## config.mk

```make
export PLATFORM = sky130hd
export DESIGN_NAME = gyro_angle_integrator_core
export DESIGN_NICKNAME = d
export VERILOG_FILES = /design/src/design/gai_pkg.sv /design/src/design/gyro_angle_integrator_core.sv
export SDC_FILE = /design/constraint.sdc
export NUM_CORES = 2
export LEC_CHECK = 0
export BUFFER_PORTS_ARGS = -buffer_cell sky130_fd_sc_hd__buf_2
export CAP_MARGIN = 10
export CORE_ASPECT_RATIO = 2
export CORE_MARGIN = 4
export CORE_UTILIZATION = 25
export CTS_BUF_LIST = sky130_fd_sc_hd__clkbuf_4 sky130_fd_sc_hd__clkbuf_8
export DETAILED_ROUTE_END_ITERATION = 8
export PLACE_DENSITY = 0.4
export RECOVER_POWER = 100
export SETUP_SLACK_MARGIN = 0.05
export SLEW_MARGIN = 40
export SYNTH_ARGS = -nofsm -noshare
export SYNTH_HDL_FRONTEND = slang
export SYNTH_SLANG_ARGS = --single-unit
```

## constraint.sdc

```tcl
create_clock -name i_clk -period 19.8 [get_ports i_clk]
set_clock_uncertainty 0.15 [all_clocks]
set_input_delay 2.97 -clock i_clk [delete_from_list [all_inputs] [get_ports i_clk]]
set_output_delay 2.97 -clock i_clk [all_outputs]
set_load 0.02 [all_outputs]
```

## src/design/gai_pkg.sv

```systemverilog
// ----------------------------------------------------------------------------
// gai_pkg
// shared types, constants and the microcode table of the gyro angle integrator
// ----------------------------------------------------------------------------
`default_nettype none

package gai_pkg;

    // register indexes on the configuration port
    localparam int CFG_IDX_W = 3;
    localparam logic [CFG_IDX_W-1:0] CFG_SAMPLE_PERIOD   = 3'd0;
    localparam logic [CFG_IDX_W-1:0] CFG_SMOOTHING_ALPHA = 3'd1;
    localparam logic [CFG_IDX_W-1:0] CFG_STILL_THRESHOLD = 3'd2;
    localparam logic [CFG_IDX_W-1:0] CFG_BIAS_WEIGHT     = 3'd3;
    localparam logic [CFG_IDX_W-1:0] CFG_INITIAL_BIAS    = 3'd4;

    // register reset values
    localparam logic [15:0] RST_SAMPLE_PERIOD   = 16'd655;
    localparam logic [15:0] RST_SMOOTHING_ALPHA = 16'd62259;
    localparam logic [14:0] RST_STILL_THRESHOLD = 15'd82;
    localparam logic [15:0] RST_BIAS_WEIGHT     = 16'd655;
    localparam logic [15:0] RST_INITIAL_BIAS    = 16'd0;

    // datapath widths
    localparam int OPA_W  = 33;            // rate difference / angle gap
    localparam int MB_W   = 18;            // signed second multiplier operand
    localparam int PROD_W = OPA_W + MB_W;
    localparam int SUM_W  = 36;            // widened accumulate before saturation
    localparam int STEP_W = 4;

    // action codes
    localparam logic ACT_SAMPLE  = 1'b0;
    localparam logic ACT_RESTART = 1'b1;

    typedef enum logic [1:0] {
        B_PERIOD,
        B_WEIGHT,
        B_GAIN
    } t_bsel;

    typedef enum logic [1:0] {
        J_NONE,
        J_RESTART,
        J_NOT_STILL
    } t_jcond;

    typedef struct packed {
        logic              ld_diff;
        logic              ld_gap;
        logic              mul;
        t_bsel             bsel;
        logic              upd_angle;
        logic              upd_bias;
        logic              upd_smooth;
        logic              clr;
        t_jcond            jcond;
        logic [STEP_W-1:0] target;
        logic              done;
    } t_ctrl;

    // microcode addresses
    localparam logic [STEP_W-1:0] UA_DIFF    = 4'd0;
    localparam logic [STEP_W-1:0] UA_MUL_PER = 4'd1;
    localparam logic [STEP_W-1:0] UA_ANGLE   = 4'd2;
    localparam logic [STEP_W-1:0] UA_MUL_WT  = 4'd3;
    localparam logic [STEP_W-1:0] UA_BIAS    = 4'd4;
    localparam logic [STEP_W-1:0] UA_GAP     = 4'd5;
    localparam logic [STEP_W-1:0] UA_MUL_GN  = 4'd6;
    localparam logic [STEP_W-1:0] UA_SMOOTH  = 4'd7;
    localparam logic [STEP_W-1:0] UA_CLEAR   = 4'd8;

    function automatic t_ctrl ucode(input logic [STEP_W-1:0] step);
        t_ctrl cw;
        cw = '0;
        case (step)
            UA_DIFF: begin
                cw.ld_diff = 1'b1;
                cw.jcond   = J_RESTART;
                cw.target  = UA_CLEAR;
            end
            UA_MUL_PER: begin
                cw.mul  = 1'b1;
                cw.bsel = B_PERIOD;
            end
            UA_ANGLE: begin
                cw.upd_angle = 1'b1;
            end
            UA_MUL_WT: begin
                cw.mul    = 1'b1;
                cw.bsel   = B_WEIGHT;
                cw.jcond  = J_NOT_STILL;
                cw.target = UA_GAP;
            end
            UA_BIAS: begin
                cw.upd_bias = 1'b1;
            end
            UA_GAP: begin
                cw.ld_gap = 1'b1;
            end
            UA_MUL_GN: begin
                cw.mul  = 1'b1;
                cw.bsel = B_GAIN;
            end
            UA_SMOOTH: begin
                cw.upd_smooth = 1'b1;
                cw.done       = 1'b1;
            end
            UA_CLEAR: begin
                cw.clr  = 1'b1;
                cw.done = 1'b1;
            end
            default: begin
                cw.done = 1'b1;
            end
        endcase
        return cw;
    endfunction

    function automatic logic signed [31:0] sat32(input logic signed [SUM_W-1:0] v);
        logic signed [SUM_W-1:0] hi;
        logic signed [SUM_W-1:0] lo;
        hi = SUM_W'(64'sh7FFF_FFFF);
        lo = -SUM_W'(64'sh8000_0000);
        if (v > hi) begin
            return 32'sh7FFF_FFFF;
        end else if (v < lo) begin
            return 32'sh8000_0000;
        end
        return v[31:0];
    endfunction

endpackage

`default_nettype wire

```

## src/design/gyro_angle_integrator_core.sv

```systemverilog
// ----------------------------------------------------------------------------
// gyro_angle_integrator_core
// bias-tracking gyro rate integrator with exponential angle smoothing
// ----------------------------------------------------------------------------
//
// channel   direction  handshake                   payload
// input     in         i_in_valid / o_in_ready     i_action, i_rate_sample
// output    out        o_out_valid / i_out_ready   o_smoothed_angle
// config    in         i_cfg_valid / o_cfg_ready   i_cfg_index, i_cfg_data
//
// a sample inside the still band occupies the acceptance cycle plus eight
// microcode steps before the input slot is free again, three of them on the
// one shared 33x18 multiplier; a sample outside the band skips the bias
// step; a restart runs through acceptance, decode and clear. the result is
// written to the output register by the last step.
// reset is synchronous and active low; it clears control state, the three
// filter states and the configuration registers.
// a full output register that is not taken holds the program on its last
// step; the input side reopens as soon as the result is parked.
`default_nettype none

module gyro_angle_integrator_core (
    input  wire logic                          i_clk,
    input  wire logic                          i_rst_n,
    // input transactions
    input  wire logic                          i_in_valid,
    output logic                               o_in_ready,
    input  wire logic                          i_action,
    input  wire logic signed [15:0]            i_rate_sample,
    // result transactions
    output logic                               o_out_valid,
    input  wire logic                          i_out_ready,
    output logic signed [31:0]                 o_smoothed_angle,
    // configuration writes
    input  wire logic                          i_cfg_valid,
    output logic                               o_cfg_ready,
    input  wire logic [gai_pkg::CFG_IDX_W-1:0] i_cfg_index,
    input  wire logic [15:0]                   i_cfg_data
);
    import gai_pkg::*;

    // configuration registers
    logic [15:0]        r_period;
    logic [15:0]        r_alpha;
    logic [14:0]        r_thresh;
    logic [15:0]        r_weight;
    logic signed [15:0] r_init_bias;

    // sequencer
    logic              r_busy;
    logic [STEP_W-1:0] r_step;
    logic              r_action;
    logic signed [15:0] r_rate;

    // filter state
    logic signed [31:0] r_angle;
    logic signed [31:0] r_bias;
    logic signed [31:0] r_smooth;

    // datapath
    logic signed [OPA_W-1:0]  r_opa;
    logic signed [PROD_W-1:0] r_prod;

    // output register
    logic               r_out_valid;
    logic signed [31:0] r_out_data;

    t_ctrl                   w_cw;
    logic                    w_go;
    logic                    w_jump;
    logic                    w_still;
    logic [OPA_W:0]          w_mag;
    logic signed [OPA_W-1:0] w_diff;
    logic signed [OPA_W-1:0] w_gap;
    logic [16:0]             w_gain;
    logic signed [MB_W-1:0]  w_mb;
    logic signed [31:0]      n_angle;
    logic signed [31:0]      n_bias;
    logic signed [31:0]      n_smooth;

    assign w_cw = ucode(r_step);

    // the last step waits while the previous result is still parked
    assign w_go = r_busy && !(w_cw.done && r_out_valid && !i_out_ready);

    // bias-corrected rate, Q17.16
    assign w_diff = {r_rate[15], r_rate, 16'b0} - OPA_W'(r_bias);
    assign w_gap  = OPA_W'(r_angle) - OPA_W'(r_smooth);

    // stillness test on the difference held in the operand register
    assign w_mag   = r_opa[OPA_W-1] ? -{r_opa[OPA_W-1], r_opa} : {r_opa[OPA_W-1], r_opa};
    assign w_still = w_mag < {3'b000, r_thresh, 16'b0};

    // one minus alpha, unsigned Q1.16
    assign w_gain = 17'h10000 - {1'b0, r_alpha};

    always_comb begin
        case (w_cw.bsel)
            B_PERIOD: w_mb = MB_W'({2'b00, r_period});
            B_WEIGHT: w_mb = MB_W'({2'b00, r_weight});
            B_GAIN:   w_mb = MB_W'({1'b0, w_gain});
            default:  w_mb = '0;
        endcase
    end

    always_comb begin
        case (w_cw.jcond)
            J_RESTART:   w_jump = (r_action == ACT_RESTART);
            J_NOT_STILL: w_jump = !w_still;
            default:     w_jump = 1'b0;
        endcase
    end

    // floor shifts come from the arithmetic right shift of the product
    assign n_angle  = sat32(SUM_W'(r_angle)  + SUM_W'(r_prod >>> 24));
    assign n_bias   = sat32(SUM_W'(r_bias)   + SUM_W'(r_prod >>> 16));
    assign n_smooth = sat32(SUM_W'(r_smooth) + SUM_W'(r_prod >>> 16));

    // configuration port never stalls
    always_ff @(posedge i_clk) begin
        if (!i_rst_n) begin
            r_period    <= RST_SAMPLE_PERIOD;
            r_alpha     <= RST_SMOOTHING_ALPHA;
            r_thresh    <= RST_STILL_THRESHOLD;
            r_weight    <= RST_BIAS_WEIGHT;
            r_init_bias <= RST_INITIAL_BIAS;
        end else if (i_cfg_valid) begin
            case (i_cfg_index)
                CFG_SAMPLE_PERIOD:   r_period    <= i_cfg_data;
                CFG_SMOOTHING_ALPHA: r_alpha     <= i_cfg_data;
                CFG_STILL_THRESHOLD: r_thresh    <= i_cfg_data[14:0];
                CFG_BIAS_WEIGHT:     r_weight    <= i_cfg_data;
                CFG_INITIAL_BIAS:    r_init_bias <= i_cfg_data;
                default: ;
            endcase
        end
    end

    // step counter and conditional jumps
    always_ff @(posedge i_clk) begin
        if (!i_rst_n) begin
            r_busy <= 1'b0;
            r_step <= UA_DIFF;
        end else if (!r_busy) begin
            if (i_in_valid) begin
                r_busy <= 1'b1;
                r_step <= UA_DIFF;
            end
        end else if (w_go) begin
            if (w_cw.done) begin
                r_busy <= 1'b0;
            end else if (w_jump) begin
                r_step <= w_cw.target;
            end else begin
                r_step <= r_step + 1'b1;
            end
        end
    end

    // captured input payload
    always_ff @(posedge i_clk) begin
        if (!r_busy && i_in_valid) begin
            r_action <= i_action;
            r_rate   <= i_rate_sample;
        end
    end

    // operand register and shared multiplier
    always_ff @(posedge i_clk) begin
        if (w_go && w_cw.ld_diff) begin
            r_opa <= w_diff;
        end else if (w_go && w_cw.ld_gap) begin
            r_opa <= w_gap;
        end
        if (w_go && w_cw.mul) begin
            r_prod <= r_opa * w_mb;
        end
    end

    // filter state
    always_ff @(posedge i_clk) begin
        if (!i_rst_n) begin
            r_angle  <= '0;
            r_bias   <= '0;
            r_smooth <= '0;
        end else if (w_go) begin
            if (w_cw.clr) begin
                r_angle  <= '0;
                r_bias   <= {r_init_bias, 16'b0};
                r_smooth <= '0;
            end
            if (w_cw.upd_angle) begin
                r_angle <= n_angle;
            end
            if (w_cw.upd_bias) begin
                r_bias <= n_bias;
            end
            if (w_cw.upd_smooth) begin
                r_smooth <= n_smooth;
            end
        end
    end

    // output register
    always_ff @(posedge i_clk) begin
        if (!i_rst_n) begin
            r_out_valid <= 1'b0;
        end else if (w_go && w_cw.done) begin
            r_out_valid <= 1'b1;
        end else if (i_out_ready) begin
            r_out_valid <= 1'b0;
        end
    end

    always_ff @(posedge i_clk) begin
        if (w_go && w_cw.done) begin
            r_out_data <= w_cw.clr ? 32'sd0 : n_smooth;
        end
    end

    assign o_in_ready       = !r_busy;
    assign o_cfg_ready      = 1'b1;
    assign o_out_valid      = r_out_valid;
    assign o_smoothed_angle = r_out_data;

endmodule

`default_nettype wire

```

==> qor.json <==
{
  "status": {
    "status": "finished, violations left",
    "failed_checks": "capacitance limit, slew limit"
  },
  "cts": {
    "clkSinkCount": 298,
    "clk_path_buf_depth": 3,
    "cts_root_buf": "sky130_fd_sc_hd__clkbuf_8",
    "htree_num_levels": 2,
    "cts_hold_repair.buffers": 0,
    "post-cts-setup-buffer-count": 0,
    "clock_latency_ns": 0.69,
    "cts-buffers-inserted": 51,
    "tritoncts": "built",
    "clk_pin_slew_worst_setup_hold_paths_ns": 0.06,
    "cts_repair_resize_count": 0
  },
  "setup_path": {
    "critPathKind": "reg2reg",
    "reg2reg_depth": 28,
    "regToRegEndpoint": "r_prod[50]",
    "worst_ep_arrival_time_ns": 12.23,
    "crit_path_end_kind": "register",
    "critical-path-max-stage-delay_ns": 1.41,
    "register_to_register_setup_slack_ns": 7.83,
    "rr_startpoint": "r_step[0]",
    "crit_path_top_delay_cell": "sky130_fd_sc_hd__clkbuf_1",
    "timing.critical_path.from_type": "register",
    "path_max_fanout": 33,
    "worst_path_most_repeated_cell": "sky130_fd_sc_hd__fa_1",
    "timing.critical_path.required_ns": 20.06
  },
  "place": {
    "gp_congestion": 0.930,
    "preCtsSetupSlack_ns": 9.51,
    "place.port_buffers": 74,
    "dp.final_hpwl_um": 120000
  },
  "yosys": {
    "synthMuxAreaShare_pct": 0.215,
    "synth.most_common_cell": "sky130_fd_sc_hd__nand2_1",
    "postSynthNetCount": 5437,
    "synth_top_area_cell": "sky130_fd_sc_hd__fa_1",
    "post_synth_num_cell_types": 87,
    "synth_area_um2": 39000,
    "count_of_warnings_emitted_by_yosys": 0,
    "synth_area_leaders": "sky130_fd_sc_hd__fa_1 (28%), sky130_fd_sc_hd__ha_1 (9.3%), sky130_fd_sc_hd__dfxtp_1 (9.3%)",
    "most_instantiated_cells_after_synthesis": "sky130_fd_sc_hd__nand2_1 (767), sky130_fd_sc_hd__inv_1 (701), sky130_fd_sc_hd__fa_1 (538)",
    "synth_top_family_by_area": "adder cells",
    "synth_simple_gate_area_share_pct": 16.8,
    "synthAdderAreaFrac_pct": 37.0,
    "post_synth_xor_area_fraction_pct": 4.50,
    "synth_edf_count": 117,
    "postSynthAreaPerCell_um2": 8.53,
    "synth_cells": 4568,
    "synth_seq_cells": 298,
    "async_flop_share_pct": 0,
    "ys.flop_type": "sky130_fd_sc_hd__dfxtp_1",
    "synthDominantCellAreaShare_pct": 27.6,
    "post_synthesis_compound_gate_area_fraction_pct": 14.2,
    "yosysSeqAreaShare_pct": 18.3
  },
  "timing": {
    "worst_hold_slack_ns": 0.303,
    "count_of_endpoints_failing_hold_in_the_final_timing_report": 0,
    "final.setup.worst_slack_ns": 7.83,
    "achievable-frequency_mhz": 83.5,
    "fin_crit_sh_pct": 60.5,
    "setup_tns_after_final_layout_ns": 0,
    "setup_viol": 0,
    "timing_worst_slew_pin_value_ns": 2.91,
    "grt_setup_unrepaired": "no",
    "final_max_slew_viol_count": 379,
    "fin_crit_ns": 11.97,
    "timing.slew.headroom_pct": -93.8
  },
  "route": {
    "routed_wl_um": 146000,
    "viasPerCell": 4.75,
    "drtPass1Iterations": 7,
    "antenna_violating_nets_post_route": 0,
    "drc_errors": 0,
    "initialDrtViolationCount": 1461,
    "detail_route.wl_per_cell_um": 21.9,
    "detailroute.via_count": 31697
  },
  "min_path": {
    "hold-path-endpoint": "r_period[5]",
    "timing.hold.worst_path_depth": 2,
    "worst_hold_path_type": "reg2reg",
    "worst_hold_startpoint": "r_period[5]"
  },
  "cells_and_area": {
    "num-nets-final": 5438,
    "drive_above_1_share_pct": 5.55,
    "fillerInstances": 16854,
    "area_growth_pct": 10.1
  },
  "floorplan": {
    "floorplan.die.height_um": 566,
    "chipWidth_um": 287,
    "top_level_ports": 76,
    "die-area_um2": 163000,
    "placementRows": 204,
    "initial_utilization_pct": 25.2,
    "design.core.area_um2": 155000
  },
  "global_routing": {
    "overflow": 0,
    "initial_antenna_violation_count": 7,
    "grt_max_degree": 55,
    "groute.usage.overall_pct": 18.0,
    "grt_pass1_vias": 34900,
    "grt_pass1_wl_um": 220000
  },
  "flow_run": {
    "max_cap_viol_count": 11
  }
}
[registers in the layout (all words and copies together) (netlist names), 16 cells and up]
name              cells
r_smooth             32
r_period             16
r_rate               16
r_opa                33
r_prod               35
r_init_bias          16
o_smoothed_angle     32
r_bias               32
r_weight             16
r_angle              32
r_alpha              16
[logic make-up after synthesis]
| family | Yosys count |
|---|---|
| compound gates | 876 |
| xor+xnor | 200 |
| fa+ha+maj | 828 |
| buf+inv | 925 |
| flops | 298 |
| mux | 8 |
| other cells | 1 |
| simple gates | 1432 |
[metrics by stage]
step / std cells / area [um^2] / util [%]
finish: 6674 / 42900 / 27.7
floorplan: 4568 / 39000 / -
CTS: 6671 / 43000 / 27.8
detailed placement: 6575 / 42000 / 27.1
global placement: 6566 / 41800 / 27.0
global route: 6673 / 42900 / 27.7
[worst max-delay path: cells and delay by family (launching register included)]
kind	cells	cell delay, ns
buffers and inverters	5	3.09
AOI/OAI and AO/OA	11	3.74
and+or+nand+nor	3	0.56
DFF	1	0.34
xor gates and xnor gates	1	0.12
adders and majority gates	8	3.64
[cell type report]
type	instances	area (um^2)	area share [%]
diodes	2	5.00	0.0117
flip-flops and latches	298	7140	16.6
well taps	2060	2580	6.01
repair buffers	170	1010	2.35
inverters	703	2640	6.15
multi-input cells	3345	28500	66.3
clock inverters	24	175	0.408
clock buffers	72	903	2.11
[worst max-delay path by stage]
| stage | startpoint | to | slack, ns | depth (start not counted) |
|---|---|---|---|---|
| after global routing | r_step[0] | r_prod[50] | 7.13 | 28 |
| after detailed placement | r_step[0] | r_prod[50] | 9.51 | 28 |
| after CTS | r_step[0] | r_prod[50] | 9.47 | 28 |
| after global placement | r_step[0] | r_prod[50] | 9.59 | 28 |
| final | r_step[0] | r_prod[50] | 7.83 | 28 |
| after floorplan | r_alpha[4] | r_prod[50] | 11.39 | 29 |
[metal layers]
metal | wire length [um] | global-route usage (%)
met5 | 9 | 0
met4 | 8590 | 8.78
met3 | 2630 | 0.969
met2 | 86900 | 38.0
met1 | 47800 | 17.0
[cells in the final DEF (no fill, tap or decap), types with 15 or more instances in the layout]
cell / count
sky130_fd_sc_hd__nor3_1: 43
sky130_fd_sc_hd__nor2_1: 182
sky130_fd_sc_hd__dfxtp_1: 181
sky130_fd_sc_hd__buf_2: 35
sky130_fd_sc_hd__a21oi_1: 286
sky130_fd_sc_hd__nand4_1: 26
sky130_fd_sc_hd__nor4_1: 15
sky130_fd_sc_hd__a22oi_1: 15
sky130_fd_sc_hd__nor2b_1: 30
sky130_fd_sc_hd__o21a_1: 29
sky130_fd_sc_hd__ha_1: 290
sky130_fd_sc_hd__inv_1: 701
sky130_fd_sc_hd__a221o_1: 32
sky130_fd_sc_hd__a31oi_1: 20
sky130_fd_sc_hd__xnor2_1: 128
sky130_fd_sc_hd__edfxtp_1: 117
sky130_fd_sc_hd__nand2b_1: 26
sky130_fd_sc_hd__fa_1: 538
sky130_fd_sc_hd__buf_4: 64
sky130_fd_sc_hd__and3_1: 21
sky130_fd_sc_hd__xor2_1: 71
sky130_fd_sc_hd__o21ai_0: 185
sky130_fd_sc_hd__a211oi_1: 44
sky130_fd_sc_hd__a21o_1: 80
sky130_fd_sc_hd__clkbuf_8: 58
sky130_fd_sc_hd__nand2_1: 765
sky130_fd_sc_hd__clkbuf_1: 61
sky130_fd_sc_hd__and2_1: 202
sky130_fd_sc_hd__o21bai_1: 19
sky130_fd_sc_hd__o31ai_1: 19
sky130_fd_sc_hd__o211ai_1: 38
sky130_fd_sc_hd__nand3_1: 66
Power is not shown: default switching activity piles up to over one toggle a cycle in this logic, so the estimate is an artifact.
